File: src/rtl/core/pgf_div_cell.sv
// One restoring division step: shifts in a numerator bit and yields one quotient bit.
module pgf_div_cell #(
  parameter int DW = 48,
  parameter int QW = 64,
  parameter int SW = 8
) (
  input  logic          clk_i,
  input  logic          en_i,
  input  logic [DW-1:0] rem_i,
  input  logic [QW-1:0] num_i,
  input  logic [QW-1:0] quo_i,
  input  logic [DW-1:0] den_i,
  input  logic [SW-1:0] side_i,
  output logic [DW-1:0] rem_o,
  output logic [QW-1:0] num_o,
  output logic [QW-1:0] quo_o,
  output logic [DW-1:0] den_o,
  output logic [SW-1:0] side_o
);

  logic [DW:0]   trial;
  logic [DW:0]   diff;
  logic          ge;
  logic [DW-1:0] rem_d;

  always_comb begin
    trial = {rem_i, num_i[QW-1]};
    diff  = trial - {1'b0, den_i};
    ge    = trial >= {1'b0, den_i};
    rem_d = ge ? diff[DW-1:0] : trial[DW-1:0];
  end

  always_ff @(posedge clk_i) begin
    if (en_i) begin
      rem_o  <= rem_d;
      num_o  <= {num_i[QW-2:0], 1'b0};
      quo_o  <= {quo_i[QW-2:0], ge};
      den_o  <= den_i;
      side_o <= side_i;
    end
  end

endmodule

File: config.mk
export PLATFORM = sky130hd
export DESIGN_NAME = pgf_div_cell
export DESIGN_NICKNAME = d
export VERILOG_FILES = /design/src/rtl/core/pgf_div_cell.sv
export SDC_FILE = /design/constraint.sdc
export NUM_CORES = 1
export LEC_CHECK = 0
export BUFFER_PORTS_ARGS = -buffer_cell sky130_fd_sc_hd__buf_2
export CAP_MARGIN = 5
export CORE_MARGIN = 8
export CORE_UTILIZATION = 35
export CTS_BUF_LIST = sky130_fd_sc_hd__clkbuf_8
export DETAILED_ROUTE_END_ITERATION = 8
export GPL_TIMING_DRIVEN = 0
export PLACE_DENSITY = 0.75
export SYNTH_ARGS = -nofsm -noshare
export SYNTH_HDL_FRONTEND = slang
export SYNTH_SLANG_ARGS = --single-unit
File: constraint.sdc
create_clock -name clk_i -period 2.8 [get_ports clk_i]
set_input_delay 0 -clock clk_i [delete_from_list [all_inputs] [get_ports clk_i]]
set_output_delay 0 -clock clk_i [all_outputs]
set_load 0.02 [all_outputs]
==> results of run 1 <==
==> final timing paths <==
check	startpoint	end	depth (start not counted)
hold / removal	rem_i[47]	rem_o[45]	7
setup / recovery	den_i[7]	rem_o[34]	15
==> kinds of logic after synthesis <==
kind of cell    after synthesis  share of synthesized area [%]
mux                          48                           5.21
fa+ha+maj                    49                           5.83
compound gates              156                           9.82
other cells                   1                         0.0352
xor+xnor                     41                           3.38
buf+inv                      89                           3.69
flops                       231                           65.2
simple gates                149                           6.83
==> metal layers <==
layer	part of all wire [%]	up-vias	global-route usage (%)
met4	3.7	8	8.38
li1	-	4380	-
met2	52	415	38.1
met3	7.9	92	5.76
met1	36	4484	22.0
met5	0.14	-	0
==> registers in the layout, summed over array words and instances (netlist names) <==
name,flops
den_o,48
rem_o,48
quo_o,64
num_o,63
side_o,8
==> cells in the mapped netlist, types with 3 or more instances <==
cell type | number | area share, %
nor3b_1 | 4 | 0.28
buf_2 | 11 | 0.52
a21o_1 | 18 | 1.3
nand4_1 | 14 | 0.82
xor2_1 | 15 | 1.2
nand2_1 | 47 | 1.7
o21ai_0 | 23 | 1.1
nand2b_1 | 5 | 0.29
ha_1 | 48 | 5.6
o21a_1 | 4 | 0.28
and3_1 | 3 | 0.18
nand3_1 | 14 | 0.66
a211oi_1 | 5 | 0.35
nor3_1 | 12 | 0.56
o211ai_1 | 4 | 0.28
mux2_2 | 39 | 4.1
a21oi_1 | 53 | 2.5
mux2i_1 | 4 | 0.38
a221o_1 | 4 | 0.38
or3_1 | 3 | 0.18
clkbuf_1 | 8 | 0.28
buf_4 | 7 | 0.49
edfxtp_1 | 231 | 65
inv_1 | 61 | 2.2
o21bai_1 | 11 | 0.78
o22ai_1 | 3 | 0.18
a31oi_1 | 8 | 0.47
mux2_4 | 5 | 0.71
xnor2_1 | 26 | 2.1
nor2_1 | 32 | 1.1
==> final cells by class <==
cell class | count | share of cell area (%)
flip-flops and latches | 231 | 41.6
clock inverters | 29 | 1.05
plain buffers | 28 | 0.983
diodes | 7 | 0.105
repair buffers | 702 | 28.3
multi-input cells | 444 | 20.2
inverters | 61 | 1.37
clock buffers | 41 | 3.39
well taps | 396 | 2.97
==> per-stage QoR <==
step / cell area, um2 / total power, mW / hold WS (ns)
2_1_floorplan: 10600 / 5.59 / 0.0989
3_3_place_gp: 13500 / 6.38 / 0.177
3_5_place_dp: 13500 / 6.41 / 0.178
4_1_cts: 16600 / 9.63 / 0.0222
5_1_grt: 16700 / 10.0 / 0.0759
6_report: 16700 / 9.61 / 0.0629
==> power breakdown <==
part           internal, mW  switching (mW)
combinational          1.00            1.37
clock                  1.54            1.39
sequential             4.21          0.0906
total                  6.76            2.86
==> timing repair <==
item / in CTS / in global routing
hold endpoints to repair: 237 / 0
cloned: 0 / 0
resized for setup: 3 / 8
buffers inserted: 5 / 0
pin swaps: 3 / 2
setup endpoints to repair: 48 / 35
hold buffers: 233 / 0
==> impl_metrics.json, run 1 <==
{
  "p_leak_nw": 7.32,
  "dp_hpwl_um": 27700,
  "post-route-util_pct": 55.1,
  "yosysSeqAreaShare_pct": 65.2,
  "layout_common_cells": "buf_2, dlygate4sd3_1, edfxtp_1",
  "dpl.cell_count": 1624,
  "clockRootBuffer": "clkbuf_8",
  "setup_ws_ns": 0.0638,
  "syn_area_um2": 10600,
  "core_area_um2": 30300,
  "via_per_inst": 4.84,
  "path_cells": "buf_2 -> inv_1 -> ha_1 -> buf_2 -> and4_1 -> nand3_2 -> a21o_4 -> o211ai_2 -> nand2_2 -> o31ai_4 -> a31oi_4 -> o31ai_4 -> buf_4 -> buf_4 -> mux2_2",
  "synth_flop_cell": "edfxtp_1",
  "synth_edf_count": 231,
  "grt_overflow": 0,
  "nNetsFinal": 1792,
  "vdd_drop_max_uv": 360,
  "maxSlewHeadroom_pct": 44.0,
  "start_util_pct": 35.1,
  "ioPinCount": 466,
  "fin_crit_sh_pct": 97.7,
  "tightestPinTransition_ns": 0.840,
  "ant_nets": 0,
  "ys_types": 60,
  "wirelength_um": 39500,
  "routedWlPerCell_um": 20.4,
  "critical_path_peak_fanout": 10,
  "syn_avg_cell_area_um2": 13.9,
  "die_w_um": 190,
  "fin_setup_tns_ns": 0,
  "rows": 64,
  "critPathTopFamily": "compound AO/OA/AOI/OAI gates",
  "dr.pass1.iters": 5,
  "ys_ff_latch": 231,
  "worst_path_max_delay_cell": "mux2_2",
  "dieHeight_um": 190,
  "grt_pass1_wl_um": 58400,
  "drive_gt1_share_pct": 39.1,
  "final_common_cell": "buf_2",
  "multi_input_area_um2": 3360,
  "critPathKind": "in -> reg",
  "cts_buffers": 41,
  "postSynthCellCount": 764,
  "grt_pass1_vias": 9840,
  "grt_max_degree": 130,
  "syn-num-nets": 1047,
  "p_per_area_nw_per_um2": 577,
  "seq_area_um2": 6940,
  "maxCapViolCount": 0,
  "io_buffers": 463,
  "synth_warnings": 0,
  "post-route-min-period_ns": 2.74,
  "grt_usage_pct": 20.7,
  "instances_no_fill": 1939,
  "cp.buffers_inverters": 5,
  "dpl_worst_slack_ns": -0.838,
  "rsz0062_at_grt": "true",
  "antenna_found_initial": 11,
  "htree_levels": 2,
  "setup_viol": 0,
  "drc": 0,
  "end_kind": "flip-flop",
  "tritoncts": "built",
  "clockBufferDepth": 3,
  "nFillCells": 2443,
  "vias": 9379,
  "postSynth.asyncResetShare_pct": 0,
  "hold_viol": 0,
  "dr.first_iter.drc_count": 559,
  "crit_arrival_ns": 3.02,
  "gp_congestion": 0.904,
  "area_growth_pct": 56.7,
  "cts_sinks": 231,
  "maxSlewViolCount": 0,
  "hold_path_class": "in -> reg",
  "worst_setup_path_start_kind": "primary input",
  "max_stage_delay_ns": 0.36,
  "cp.required_ns": 3.09,
  "status": "finished, final reports clean",
  "fmax_ghz": 0.365,
  "die-area_um2": 36200,
  "clkSlewWorstSetupHoldPaths_ns": 0.06
}
Power figures use the tool's default switching activity.
==> run 2: changes to the inputs <==
==> constraint.sdc (replaced) <==
create_clock -name clk_i -period 2.8 [get_ports clk_i]
set_input_delay 0.42 -clock clk_i [delete_from_list [all_inputs] [get_ports clk_i]]
set_output_delay 0.42 -clock clk_i [all_outputs]
set_load 0.02 [all_outputs]
==> impl_metrics.json, run 2 (same netlist as run 1, synthesis figures left out) <==
{
  "grt_pass1_wl_um": 50900,
  "dieHeight_um": 190,
  "post-route-min-period_ns": 2.84,
  "area_growth_pct": 45.4,
  "clockBufferDepth": 3,
  "largest_register_ffs": 64,
  "largestRegisters": "quo_o: 64 flops, num_o: 63 flops",
  "vias": 8620,
  "worst_setup_path_start_kind": "primary input",
  "clockRootBuffer": "clkbuf_8",
  "tritoncts": "built",
  "maxCapViolCount": 0,
  "routedWlPerCell_um": 20.9,
  "end_kind": "flip-flop",
  "dpl_worst_slack_ns": -1.25,
  "ant_nets": 0,
  "max_stage_delay_ns": 0.29,
  "dr.pass1.iters": 6,
  "wirelength_um": 36300,
  "tightestPinTransition_ns": 0.868,
  "layout_common_cells": "buf_2, edfxtp_1, inv_1",
  "fin_worst_hold_slack_ns": 0.0475,
  "rows": 64,
  "drive_gt1_share_pct": 53.0,
  "instances_no_fill": 1735,
  "critPathKind": "in -> reg",
  "critical_path_peak_fanout": 7,
  "dpl_cell_area_um2": 13600,
  "io_buffers": 463,
  "core_area_um2": 30300,
  "dpl.cell_count": 1624,
  "clkSlewWorstSetupHoldPaths_ns": 0.06,
  "dp_hpwl_um": 27500,
  "p_leak_nw": 6.80,
  "grt_usage_pct": 18.1,
  "nFillCells": 2571,
  "hold_path.startpoint": "num_i[39]",
  "multi_input_area_um2": 3970,
  "fin_area_um2": 15500,
  "nNetsFinal": 1594,
  "maxSlewHeadroom_pct": 42.2,
  "violations": "negative setup slack",
  "fmax_ghz": 0.352,
  "cp.buffers_inverters": 6,
  "total_power_mw": 9.61,
  "critPathTopFamily": "compound AO/OA/AOI/OAI gates",
  "seq_area_um2": 6940,
  "fin_crit_sh_pct": 102,
  "die-area_um2": 36200,
  "htree_levels": 2,
  "worstHoldEndpoint": "num_o[40]",
  "status": "finished with violations",
  "p_per_area_nw_per_um2": 621,
  "via_per_inst": 4.97,
  "hold_buffers": 0,
  "rsz0062_at_grt": "true",
  "cp.required_ns": 3.07,
  "cts_sinks": 231,
  "setup_viol": 18,
  "regMostFlops": "quo_o",
  "grt_max_degree": 121,
  "vdd_drop_max_uv": 414,
  "dr.first_iter.drc_count": 549,
  "gp_congestion": 0.905,
  "hold_depth": 1,
  "cts_buffers": 40,
  "fin_setup_tns_ns": -0.222,
  "antenna_found_initial": 2,
  "setup_ws_ns": -0.0436,
  "maxSlewViolCount": 0,
  "grt_overflow": 0,
  "worst_path_max_delay_cell": "mux2_4",
  "ioPinCount": 466,
  "crit_cells": 16,
  "hold_path_class": "in -> reg",
  "final_common_cell": "buf_2",
  "grt_pass1_vias": 8655,
  "post-route-util_pct": 51.1,
  "drc": 0,
  "crit_arrival_ns": 3.12,
  "die_w_um": 190,
  "start_util_pct": 35.1,
  "hold_viol": 0,
  "path_cells": "buf_4 -> inv_2 -> ha_4 -> nor2b_4 -> o21bai_4 -> a21o_4 -> o211ai_4 -> nand2_2 -> o31ai_4 -> buf_6 -> a31oi_4 -> o31ai_4 -> buf_6 -> buf_12 -> buf_12 -> mux2_4"
}
run 2: changes by cell type in the layout (fill, tap and decap cells not counted), moves of 7 or more:
cell | previous run | this run
mux2_2 | 39 | 11
dlygate4sd3_1 | 233 | 0
ha_1 | 48 | 25
inv_1 | 73 | 62
buf_2 | 473 | 452
ha_4 | 0 | 19
nand2_1 | 46 | 39
buf_6 | 1 | 16
buf_4 | 12 | 48
mux2_4 | 5 | 33
run 2: power by group:
part / switching [mW] / leakage [nW] / internal, mW
sequential: 0.0746 / 2.26 / 4.21
clock: 1.36 / 0.410 / 1.52
combinational: 1.41 / 4.12 / 1.03
total: 2.84 / 6.80 / 6.76
run 2: repair_timing:
item	in CTS	in global routing
cloned	1	2
setup endpoints to repair	49	49
buffers inserted	32	16
pin swaps	21	28
gates resized for setup	72	105
run 2: final cells by class:
| type | instances | share of cell area, % |
|---|---|---|
| diodes | 2 | 0.0324 |
| plain buffers | 20 | 1.30 |
| clock buffers | 40 | 3.56 |
| clock inverters | 28 | 1.16 |
| inverters | 61 | 1.63 |
| multi-input cells | 444 | 25.7 |
| flip-flops and latches | 231 | 44.8 |
| well taps | 396 | 3.20 |
| repair buffers | 513 | 18.6 |
run 2: how the worst max path moves through the flow:
stage	slack, ns	from	endpoint
floorplan	-0.35	den_i[7]	rem_o[41]
global placement	-1.78	en_i	rem_o[25]
detailed placement	-1.25	den_i[7]	rem_o[42]
CTS	-0.07	den_i[16]	rem_o[42]
global route	-0.08	den_i[21]	rem_o[44]
finish	-0.04	den_i[1]	rem_o[42]
run 2: layer usage:
metal / global-route usage [%] / routed length, um
met5: 0 / 8
met4: 6.12 / 1190
met3: 5.16 / 3070
met2: 33.5 / 19000
met1: 19.5 / 13100
